[src/rtl/core/lsrs_pkg.sv]
`timescale 1ns / 1ps
// Shared codes and result type of the record store.
// No dependencies.
package lsrs_pkg;

    localparam logic [2:0] CMD_ERASE  = 3'd0;
    localparam logic [2:0] CMD_MOUNT  = 3'd1;
    localparam logic [2:0] CMD_WSTART = 3'd2;
    localparam logic [2:0] CMD_WBYTE  = 3'd3;
    localparam logic [2:0] CMD_RBYTE  = 3'd4;

    localparam logic [2:0] ST_OK        = 3'd0;
    localparam logic [2:0] ST_NO_RECORD = 3'd1;
    localparam logic [2:0] ST_WRONG_KEY = 3'd2;
    localparam logic [2:0] ST_FULL      = 3'd3;
    localparam logic [2:0] ST_ERROR     = 3'd4;

    localparam logic [7:0]  ERASED_BYTE = 8'hFF;
    localparam logic [15:0] UNUSED_KEY  = 16'hFFFF;

    typedef struct packed {
        logic [12:0] write_pos;
        logic [7:0]  data_out;
        logic [2:0]  status;
    } t_result;

endpackage

[src/rtl/core/lsrs_ctrl.sv]
`timescale 1ns / 1ps
// Command sequencer: erase, header walks, compaction, appends and reads.
// Depends on lsrs_pkg; drives the store, scratch and key list RAMs.
module lsrs_ctrl #(
    parameter int MEM_BYTES = 4096,
    parameter int KEY_SLOTS = 1024
) (
    input  logic                         i_clk,
    input  logic                         i_rst_n,
    input  logic                         i_valid,
    output logic                         o_ready,
    input  logic [2:0]                   i_cmd,
    input  logic [15:0]                  i_key,
    input  logic [11:0]                  i_length,
    input  logic [7:0]                   i_data_in,
    input  logic [11:0]                  i_offset,
    output logic                         o_res_valid,
    input  logic                         i_res_ready,
    output lsrs_pkg::t_result            o_res,
    output logic                         o_st_we,
    output logic [$clog2(MEM_BYTES)-1:0] o_st_waddr,
    output logic [7:0]                   o_st_wdata,
    output logic [$clog2(MEM_BYTES)-1:0] o_raddr,
    input  logic [7:0]                   i_st_q,
    output logic                         o_sc_we,
    output logic [$clog2(MEM_BYTES)-1:0] o_sc_waddr,
    input  logic [7:0]                   i_sc_q,
    output logic                         o_kl_we,
    output logic [$clog2(KEY_SLOTS)-1:0] o_kl_waddr,
    output logic [$clog2(KEY_SLOTS)-1:0] o_kl_raddr,
    input  logic [15:0]                  i_kl_q,
    output logic [15:0]                  o_hdr_key
);
    import lsrs_pkg::*;

    localparam int AW = $clog2(MEM_BYTES);
    localparam int PW = AW + 1;
    localparam int KW = $clog2(KEY_SLOTS);
    localparam int NW = KW + 1;
    localparam int SW = ((PW > 16) ? PW : 16) + 2;
    localparam logic [SW-1:0] MEM_S  = SW'(MEM_BYTES);
    localparam logic [SW-1:0] HDR_S  = SW'(4);
    localparam logic [NW-1:0] SLOT_N = NW'(KEY_SLOTS);

    typedef enum logic [21:0] {
        S_IDLE  = 22'd1 << 0,
        S_ERASE = 22'd1 << 1,
        S_MWALK = 22'd1 << 2,
        S_MHDR  = 22'd1 << 3,
        S_HDR   = 22'd1 << 4,
        S_WCHK  = 22'd1 << 5,
        S_WHDR  = 22'd1 << 6,
        S_FWALK = 22'd1 << 7,
        S_FHDR  = 22'd1 << 8,
        S_RDONE = 22'd1 << 9,
        S_RRD   = 22'd1 << 10,
        S_RQ    = 22'd1 << 11,
        S_CCOPY = 22'd1 << 12,
        S_CWALK = 22'd1 << 13,
        S_CHDR  = 22'd1 << 14,
        S_CSRCH = 22'd1 << 15,
        S_CSCMP = 22'd1 << 16,
        S_CNEXT = 22'd1 << 17,
        S_CKEY  = 22'd1 << 18,
        S_CCP0  = 22'd1 << 19,
        S_CCPY  = 22'd1 << 20,
        S_FIN   = 22'd1 << 21
    } t_state;

    t_state r_state, n_state, r_hret, n_hret, r_fret, n_fret, r_eret, n_eret;
    logic [PW-1:0] r_pos, n_pos, r_app, n_app, r_at, n_at;
    logic [SW-1:0] r_cnt, n_cnt;
    logic [2:0]    r_hb, n_hb;
    logic [31:0]   r_hdr, n_hdr;
    logic [15:0]   r_key, n_key, r_tgt, n_tgt, r_at_len, n_at_len;
    logic [11:0]   r_len, n_len, r_off, n_off;
    logic          r_found, n_found, r_src, n_src, r_cmpd, n_cmpd;
    logic [NW-1:0] r_n, n_n, r_i, n_i, r_j, n_j;
    logic [2:0]    r_status, n_status;
    logic [7:0]    r_dout, n_dout;
    logic          r_ovalid, n_ovalid;
    t_result       r_res, n_res;

    logic [7:0]    rdata;
    logic [15:0]   hdr_key, hdr_len;
    logic [SW-1:0] pos_s, rec_end, at_size, cnt_m1, rd_hdr, rd_byte, rd_cpy, wr_cpy, wr_hdr;
    logic          hdr_fits, rec_ok, w_fits;

    always_comb begin
        rdata    = r_src ? i_sc_q : i_st_q;
        hdr_key  = r_hdr[15:0];
        hdr_len  = r_hdr[31:16];
        pos_s    = SW'(r_pos);
        hdr_fits = (pos_s + HDR_S) <= MEM_S;
        rec_end  = pos_s + HDR_S + SW'(hdr_len);
        rec_ok   = rec_end <= MEM_S;
        at_size  = HDR_S + SW'(r_at_len);
        cnt_m1   = r_cnt - SW'(1);
        w_fits   = (HDR_S + SW'(r_len)) <= (MEM_S - SW'(r_app));
        rd_hdr   = pos_s + SW'(r_hb);
        rd_byte  = SW'(r_at) + HDR_S + SW'(r_off);
        rd_cpy   = SW'(r_at) + r_cnt;
        wr_cpy   = SW'(r_app) + cnt_m1;
        wr_hdr   = SW'(r_app) + r_cnt;
    end

    always_comb begin
        n_state = r_state; n_hret = r_hret; n_fret = r_fret; n_eret = r_eret;
        n_pos = r_pos; n_app = r_app; n_at = r_at; n_cnt = r_cnt; n_hb = r_hb;
        n_hdr = r_hdr; n_key = r_key; n_tgt = r_tgt; n_at_len = r_at_len;
        n_len = r_len; n_off = r_off; n_found = r_found; n_src = r_src;
        n_cmpd = r_cmpd; n_n = r_n; n_i = r_i; n_j = r_j;
        n_status = r_status; n_dout = r_dout; n_res = r_res;
        n_ovalid = r_ovalid && !i_res_ready;
        o_st_we = 1'b0; o_st_waddr = '0; o_st_wdata = ERASED_BYTE;
        o_sc_we = 1'b0; o_sc_waddr = cnt_m1[AW-1:0];
        o_kl_we = 1'b0; o_kl_waddr = r_n[KW-1:0]; o_kl_raddr = r_j[KW-1:0];
        o_raddr = '0;
        unique case (r_state)
            S_IDLE: begin
                if (i_valid) begin
                    n_key = i_key; n_len = i_length; n_off = i_offset;
                    n_status = ST_OK; n_dout = '0; n_cmpd = 1'b0;
                    n_state = S_FIN;
                    unique case (i_cmd)
                        CMD_ERASE: begin
                            n_cnt = '0; n_eret = S_FIN; n_state = S_ERASE;
                        end
                        CMD_MOUNT: begin
                            n_pos = '0; n_src = 1'b0; n_status = ST_ERROR;
                            n_state = S_MWALK;
                        end
                        CMD_WSTART: begin
                            if (i_key == UNUSED_KEY) n_status = ST_WRONG_KEY;
                            else n_state = S_WCHK;
                        end
                        CMD_WBYTE: begin
                            if (SW'(r_app) < MEM_S) begin
                                o_st_we = 1'b1; o_st_waddr = r_app[AW-1:0];
                                o_st_wdata = i_data_in;
                                n_app = r_app + PW'(1);
                            end else begin
                                n_status = ST_FULL;
                            end
                        end
                        CMD_RBYTE: begin
                            if (i_key == UNUSED_KEY) begin
                                n_status = ST_WRONG_KEY;
                            end else begin
                                n_tgt = i_key; n_found = 1'b0; n_pos = '0;
                                n_src = 1'b0; n_fret = S_RDONE; n_state = S_FWALK;
                            end
                        end
                        default: n_status = ST_ERROR;
                    endcase
                end
            end
            S_ERASE: begin
                o_st_we = 1'b1; o_st_waddr = r_cnt[AW-1:0];
                if (r_cnt == MEM_S - SW'(1)) n_state = r_eret;
                else n_cnt = r_cnt + SW'(1);
            end
            S_HDR: begin
                o_raddr = rd_hdr[AW-1:0];
                if (r_hb != 3'd0) n_hdr = {rdata, r_hdr[31:8]};
                if (r_hb == 3'd4) n_state = r_hret;
                else n_hb = r_hb + 3'd1;
            end
            S_MWALK: begin
                if (!hdr_fits) n_state = S_FIN;
                else begin n_hb = '0; n_hret = S_MHDR; n_state = S_HDR; end
            end
            S_MHDR: begin
                if (hdr_key == UNUSED_KEY) begin
                    n_app = r_pos;
                    n_status = (r_pos == '0) ? ST_NO_RECORD : ST_OK;
                    n_state = S_FIN;
                end else if (!rec_ok) begin
                    n_state = S_FIN;
                end else begin
                    n_pos = rec_end[PW-1:0]; n_state = S_MWALK;
                end
            end
            S_WCHK: begin
                if (w_fits) begin
                    n_cnt = '0; n_state = S_WHDR;
                end else if (!r_cmpd) begin
                    n_cmpd = 1'b1; n_cnt = '0; n_src = 1'b0; n_state = S_CCOPY;
                end else begin
                    n_status = ST_FULL; n_state = S_FIN;
                end
            end
            S_WHDR: begin
                o_st_we = 1'b1; o_st_waddr = wr_hdr[AW-1:0];
                case (r_cnt[1:0])
                    2'd0:    o_st_wdata = r_key[7:0];
                    2'd1:    o_st_wdata = r_key[15:8];
                    2'd2:    o_st_wdata = r_len[7:0];
                    default: o_st_wdata = {4'd0, r_len[11:8]};
                endcase
                if (r_cnt[1:0] == 2'd3) begin
                    n_app = r_app + PW'(4); n_state = S_FIN;
                end else begin
                    n_cnt = r_cnt + SW'(1);
                end
            end
            S_FWALK: begin
                if (!hdr_fits) n_state = r_fret;
                else begin n_hb = '0; n_hret = S_FHDR; n_state = S_HDR; end
            end
            S_FHDR: begin
                if (hdr_key == UNUSED_KEY || !rec_ok) begin
                    n_state = r_fret;
                end else begin
                    if (hdr_key == r_tgt) begin
                        n_found = 1'b1; n_at = r_pos; n_at_len = hdr_len;
                    end
                    n_pos = rec_end[PW-1:0]; n_state = S_FWALK;
                end
            end
            S_RDONE: begin
                if (!r_found) begin
                    n_status = ST_NO_RECORD; n_state = S_FIN;
                end else if (16'(r_off) >= r_at_len) begin
                    n_status = ST_ERROR; n_state = S_FIN;
                end else begin
                    n_state = S_RRD;
                end
            end
            S_RRD: begin
                o_raddr = rd_byte[AW-1:0]; n_state = S_RQ;
            end
            S_RQ: begin
                n_dout = i_st_q; n_state = S_FIN;
            end
            S_CCOPY: begin
                o_raddr = r_cnt[AW-1:0];
                if (r_cnt != '0) o_sc_we = 1'b1;
                if (r_cnt == MEM_S) begin
                    n_cnt = '0; n_app = '0; n_pos = '0; n_n = '0; n_src = 1'b1;
                    n_eret = S_CWALK; n_state = S_ERASE;
                end else begin
                    n_cnt = r_cnt + SW'(1);
                end
            end
            S_CWALK: begin
                if (!hdr_fits) begin
                    n_i = '0; n_state = S_CNEXT;
                end else begin
                    n_hb = '0; n_hret = S_CHDR; n_state = S_HDR;
                end
            end
            S_CHDR: begin
                if (hdr_key == UNUSED_KEY || !rec_ok) begin
                    n_i = '0; n_state = S_CNEXT;
                end else begin
                    n_pos = rec_end[PW-1:0];
                    if (hdr_key == r_key) n_state = S_CWALK;
                    else begin n_j = '0; n_state = S_CSRCH; end
                end
            end
            S_CSRCH: begin
                if (r_j == r_n) begin
                    if (r_n != SLOT_N) begin
                        o_kl_we = 1'b1; n_n = r_n + NW'(1);
                    end
                    n_state = S_CWALK;
                end else begin
                    n_state = S_CSCMP;
                end
            end
            S_CSCMP: begin
                if (i_kl_q == hdr_key) n_state = S_CWALK;
                else begin n_j = r_j + NW'(1); n_state = S_CSRCH; end
            end
            S_CNEXT: begin
                o_kl_raddr = r_i[KW-1:0];
                if (r_i == r_n) n_state = S_WCHK;
                else n_state = S_CKEY;
            end
            S_CKEY: begin
                n_tgt = i_kl_q; n_found = 1'b0; n_pos = '0;
                n_fret = S_CCP0; n_state = S_FWALK;
            end
            S_CCP0: begin
                if (!r_found) begin
                    n_i = r_i + NW'(1); n_state = S_CNEXT;
                end else if (SW'(r_app) + at_size > MEM_S) begin
                    n_state = S_WCHK;
                end else begin
                    n_cnt = '0; n_state = S_CCPY;
                end
            end
            S_CCPY: begin
                o_raddr = rd_cpy[AW-1:0];
                o_st_waddr = wr_cpy[AW-1:0];
                o_st_wdata = i_sc_q;
                if (r_cnt != '0) o_st_we = 1'b1;
                if (r_cnt == at_size) begin
                    n_app = r_app + at_size[PW-1:0];
                    n_i = r_i + NW'(1); n_state = S_CNEXT;
                end else begin
                    n_cnt = r_cnt + SW'(1);
                end
            end
            S_FIN: begin
                if (!r_ovalid || i_res_ready) begin
                    n_ovalid = 1'b1;
                    n_res.status = r_status;
                    n_res.data_out = r_dout;
                    n_res.write_pos = 13'(r_app);
                    n_state = S_IDLE;
                end
            end
            default: n_state = S_IDLE;
        endcase
    end

    always_ff @(posedge i_clk) begin
        if (!i_rst_n) begin
            r_state <= S_ERASE; r_eret <= S_IDLE; r_hret <= S_IDLE; r_fret <= S_IDLE;
            r_cnt <= '0; r_app <= '0; r_ovalid <= 1'b0; r_hb <= '0; r_src <= 1'b0;
            r_cmpd <= 1'b0; r_n <= '0; r_i <= '0; r_j <= '0; r_found <= 1'b0;
            r_pos <= '0;
        end else begin
            r_state <= n_state; r_eret <= n_eret; r_hret <= n_hret; r_fret <= n_fret;
            r_cnt <= n_cnt; r_app <= n_app; r_ovalid <= n_ovalid; r_hb <= n_hb;
            r_src <= n_src; r_cmpd <= n_cmpd; r_n <= n_n; r_i <= n_i; r_j <= n_j;
            r_found <= n_found; r_pos <= n_pos;
        end
        r_at <= n_at; r_hdr <= n_hdr; r_key <= n_key; r_tgt <= n_tgt;
        r_at_len <= n_at_len; r_len <= n_len; r_off <= n_off;
        r_status <= n_status; r_dout <= n_dout; r_res <= n_res;
    end

    assign o_ready     = (r_state == S_IDLE);
    assign o_res_valid = r_ovalid;
    assign o_res       = r_res;
    assign o_hdr_key   = hdr_key;
endmodule

[config.mk]
export PLATFORM = sky130hd
export DESIGN_NAME = lsrs_ctrl
export DESIGN_NICKNAME = d
export VERILOG_FILES = /design/src/rtl/core/lsrs_pkg.sv /design/src/rtl/core/lsrs_ctrl.sv
export SDC_FILE = /design/constraint.sdc
export NUM_CORES = 1
export LEC_CHECK = 0
export BUFFER_PORTS_ARGS = -buffer_cell sky130_fd_sc_hd__clkbuf_2
export CAP_MARGIN = 25
export CORE_ASPECT_RATIO = 1.1
export CORE_MARGIN = 3
export CORE_UTILIZATION = 45
export DETAILED_ROUTE_END_ITERATION = 10
export SYNTH_ARGS = -nofsm -noshare
export SYNTH_HDL_FRONTEND = slang
export SYNTH_SLANG_ARGS = --single-unit
[constraint.sdc]
create_clock -name i_clk -period 11.7 [get_ports i_clk]
set_input_delay 2.34 -clock i_clk [delete_from_list [all_inputs] [get_ports i_clk]]
set_output_delay 2.34 -clock i_clk [all_outputs]
set_load 0.01 [all_outputs]
After elaboration in Yosys (flattened, before gate mapping)
Cells that the tools add are included.
{"block": "word_totals", "regBits": 323, "romBits": 0, "ram_bits": 0, "latch_bits": 0, "inputBits": 87, "memories": 0, "output_inout_bits": 109}
{"block": "classes", "n_lt_le_gt_ge": 6, "n_eq_ne": 84, "n_mul": 0, "div": 0, "n_shift": 0, "reduce_logical": 50, "muxes": 137, "add_sub_neg": 21, "bitwise_logic": 1}
{"cell": "two-way mux 22 bit", "n": 27}
{"cell": "one-hot mux 22 bit (22 select lines)", "n": 1}
{"cell": "two-way mux 18 bit", "n": 12}
{"cell": "two-way mux 13 bit", "n": 12}
{"cell": "one-hot mux 13 bit (5 select lines)", "n": 2}
{"cell": "one-hot mux 18 bit (7 select lines)", "n": 1}
{"cell": "two-way mux 11 bit", "n": 10}
{"cell": "one-hot mux 12 bit (4 select lines)", "n": 2}
{"cell": "one-hot mux 22 bit (2 select lines)", "n": 2}
{"cell": "one-hot mux 22 bit (4 select lines)", "n": 1}
{"cell": "two-way mux 16 bit", "n": 5}
{"cell": "inequality test 2 bit, second input constant", "n": 34}
{"cell": "one-hot mux 22 bit (3 select lines)", "n": 1}
{"cell": "adder 12 bit", "n": 4}
{"cell": "== test 16 bit", "n": 3}
{"cell": "one-hot mux 8 bit (3 select lines)", "n": 2}
{"cell": "one-hot mux 11 bit (2 select lines)", "n": 2}
{"cell": "one-hot mux 11 bit (4 select lines)", "n": 1}
{"cell": "two-way mux 21 bit", "n": 2}
{"cell": "two-way mux 8 bit", "n": 5}
{"cell": "two-way mux 12 bit", "n": 3}
{"cell": "adder 11 x 1 -> 11 bit, second input constant", "n": 3}
{"cell": "== test 16 bit, second input constant", "n": 2}
{"cell": "one-hot mux 16 bit (2 select lines)", "n": 1}
{"cell": "91 further kinds", "n": 161}

Depth between registers and ports, before layout
{"block": "depth", "ltp_word": 7, "mapped_depth": 22, "ltp_nobuf": 18}

Least setup slack after synthesis
No wires, ideal clock.
{"block": "synth_timing", "path_type": "reg2out", "startpoint": "register r_state[0]", "endpoint": "output o_st_waddr[11]", "arrival_ns": 4.459, "stages_incl_launch_ff": 20, "t_required_ns": 9.360, "path_buffers": 3, "setup_slack_ns": 4.901, "cell_sequence": "dfxtp_1 or4_4 nor4_4 and4_1 buf_2 clkbuf_1 clkbuf_1 nand2_1 xnor2_1 ha_1 a21oi_1 o21ai_0 a21oi_1 o21ai_0 a211oi_1 nor2b_1 o21ai_0 nand2b_1 or3_1 a32o_1"}
{"block": "synth_via", "elab_chain_cells": 2, "word_cells_on_any_way": 5, "cone_classes": "eq/ne: 4; mux: 1"}
{"element": "start, declared", "line_no": "lsrs_ctrl.sv:70", "text": "t_state r_state, n_state, r_hret, n_hret, r_fret, n_fret, r_eret, n_eret;"}
{"element": "start signal, assigned", "line_no": "lsrs_ctrl.sv:326", "text": "r_state <= n_state; r_eret <= n_eret; r_hret <= n_hret; r_fret <= n_fret;"}
{"element": "== test 22 x 21 -> 1 bit, or another cell as far along", "line_no": "lsrs_ctrl.sv:119", "text": "unique case (r_state)"}
{"element": "one-hot mux 12 bit (4 select lines) *", "line_no": "lsrs_ctrl.sv:119"}
{"element": "end, declared", "line_no": "lsrs_ctrl.sv:21", "text": "output logic [$clog2(MEM_BYTES)-1:0] o_st_waddr,"}
Every way passes the cells marked *; elsewhere a longest branch is shown, timed or not.

Worst setup path after layout
{"block": "layout_timing", "startpoint": "register r_state[8]", "endpoint": "output o_st_waddr[11]"}
The elaborated chain is that of the path after synthesis.

==> reports/results.tsv <==
metric	value	unit
Port Buffer Count	195	
FFs w/ async S/R, synth	0	
CP Class	reg -> out	
top cell type's share of synthesized area	0.242	
max_slew headroom	0.296	
M2 GR Usage	0.503	
CTS resizes	0	
Data arrival, critical path	5.48	ns
Post-synth EDFFs	151	
drt first pass iters	6	
number of cells produced by synthesis	2027	
root buffer cell	clkbuf_16	
clock slew at reported path FFs	0.06	ns
mean number of vias per cell	5.99	
Core ar.	0.0407	mm^2
n_diodes	0	
fmax	0.128	GHz
clk_skew	0.0286	ns
Area contributors post-synth	edfxtp_1 24%, dfxtp_1 12%, ha_1 8.6%	
RSZ-0062 raised after global routing	false	
worst-path maximum fanout	33	
proportion of layout cells with a drive suffix above 1	0.160	
GR peak layer	met2	
status	complete, no violations	
largest net degree at the start of global routing	55	
initial DRC count	1267	
Slew @ Worst Pin	1.05	ns
hold_buf cts	0	
Post-synth top flop	edfxtp_1	
Layout Nets	2394	
vias in the first global route	16200	
DP HPWL	49700	um
global routing usage on met1	0.366	
synth warn	0	
Leak	0.00879	uW
maximum vdd drop	107	uV
Die H	220	um
synthesized cell area	0.0187	mm^2
mux cell area share after synthesis	0.0199	
Fin. Hold Viols	0	
Setup TNS Final	0	ns
flops & latches, synth	267	
met3 Resource Use GR	0.0349	
finished layout cell area	0.0212	mm^2
CTS tree	yes	
CP Data Required Time	9.36	ns
XOR/XNOR share of the synthesized area	0.110	
TritonCTS Buffers	30	
Layout area overhead	13.1	%
DR DRC count	0	
via count	16500	
max_cap viols	0	
Worst Hold Class	reg -> reg	
Overflow after GRT	0	
maximum buffer depth of the clock tree	3	
post-CTS setup buffer count	0	
Avg Synthesized Cell Area	9.23	um^2
top-count cell post-synth	nand2_1	
I/O pin cnt	196	
Final period util	0.668	
FP Rows	77	
wire per inst	23.6	um
Final Slew Violations	0	
simple-gate share of the synthesized area	0.202	
most frequent cells after synthesis	167 x nand2_1, 151 x edfxtp_1, 148 x nor2_1, 129 x ha_1, 127 x xnor2_1	
CTS H-tree depth	1	
Worst-Skew Late Latency	0.58	ns
Starting Density	0.460	
chip width	200	um
initial antenna violation count	0	
startpoint types	flip-flop	
Die ar.	0.0441	mm^2
post-synthesis net count	2250	
post-synth top area cell	edfxtp_1	
CP Capture Type	output pin	
PD cells	115	mW/mm^2
gr usage total	0.287	
post-synthesis adder-cell area fraction	0.0943	
main combinational cell family by area after synthesis	simple AND/OR/NAND/NOR gates	
DRT Wirelength	64800	um
post-layout min period	7.82	ns
sequential area share after synthesis	0.366	
first-pass GRT wire length	98100	um
synth unique cells	97	
Compound-Gate Fraction of Synth Area	0.160	
Post-DP Area	0.0201	mm^2
Setup-failing EPs final	0	
post-route antenna net violation count	0	
Sink Count	267	
Placer Congestion	0.951	
per-stage QoR:
step,std cells,worst slack (ns),hold WS [ns],total power (uW),util
after floorplan,2027,4.90,0.400,1320,-
after global placement,2687,4.56,0.403,1460,0.494
after detailed placement,2689,4.45,0.406,1460,0.495
after CTS,2745,3.99,0.420,2450,0.520
after global routing,2748,3.61,0.428,2540,0.520
final,2748,3.88,0.420,2440,0.520
cell families after synthesis:
logic type | count (synthesis)
fa+ha+maj | 137
mux | 35
compound gates | 437
buf+inv | 204
flops | 267
xor+xnor | 233
simple gates | 714
per-layer routing:
metal  vias to the layer above  share of wire  wire length, um
li1                       7691              -                -
met1                      7940           0.42            27000
met2                       684           0.48            31200
met3                       146          0.061             3930
met4                         0          0.041             2680
met5                         -              0                0
cells in the final DEF (no fill, tap or decap), drive strengths merged, types with 20 or more instances in the layout:
cell type  Yosys  final
dfxtp        116    116
a21oi        102    102
nand3         70     70
nor3          42     42
clkbuf        73    232
nand2        168    168
nor4          37     37
inv           83     84
nor2b         20     20
buf           48     38
ha           129    129
a22oi         33     33
and3          33     33
or3           20     20
a21o          31     31
xnor2        127    127
nor2         149    149
nand2b        23     23
and2          30     30
o21ai        109    109
edfxtp       151    151
xor2         105    105
nand4         47     47
cell type report:
cell class,count,area [um^2]
inverter,83,312
sequential,267,6860
multi-input combinational,1556,11000
tap,553,692
clock inverter,19,195
fill,3855,19500
timing repair buffer,233,1270
clock buffer,37,820
worst paths after layout:
kind	start	endpoint	slack (ns)	depth (start not counted)
max	r_state[8]	o_st_waddr[11]	3.88	18
min	r_status[2]	o_res[2]	0.42	0
max reg2reg	r_state[8]	r_app[11]	6.36	18
min reg2reg	r_status[2]	o_res[2]	0.42	0
critical path: stages, from the launching register on:
cell      delay [ns]
dfxtp_1         0.32
or4_4           0.59
nor4_4          0.39
and4_1          0.23
buf_4           0.39
nand2_1         0.13
xnor2_1         0.15
ha_1            0.35
a21oi_1         0.23
o21ai_0         0.11
a21oi_1         0.22
o21ai_0         0.16
a211oi_1        0.43
nor2b_1         0.08
o21ai_0         0.17
nand2b_1        0.13
or3_1           0.39
a32o_1          0.27
clkbuf_2        0.13
where the power goes:
part	internal (uW)	switching, uW	leakage, uW	total (uW)
sequential	1010	20.3	0.00235	1030
clock	583	401	0.000497	984
combinational	144	287	0.00595	431
state kept, by name (all words and copies together), names as in the netlist, 13 cells and up:
register	count
r_app	13
r_tgt	16
r_cnt	18
r_at_len	16
r_key	16
r_state	22
r_pos	13
r_hdr	32
o_res	24
Note: power is estimated with default switching activity, not from simulation.
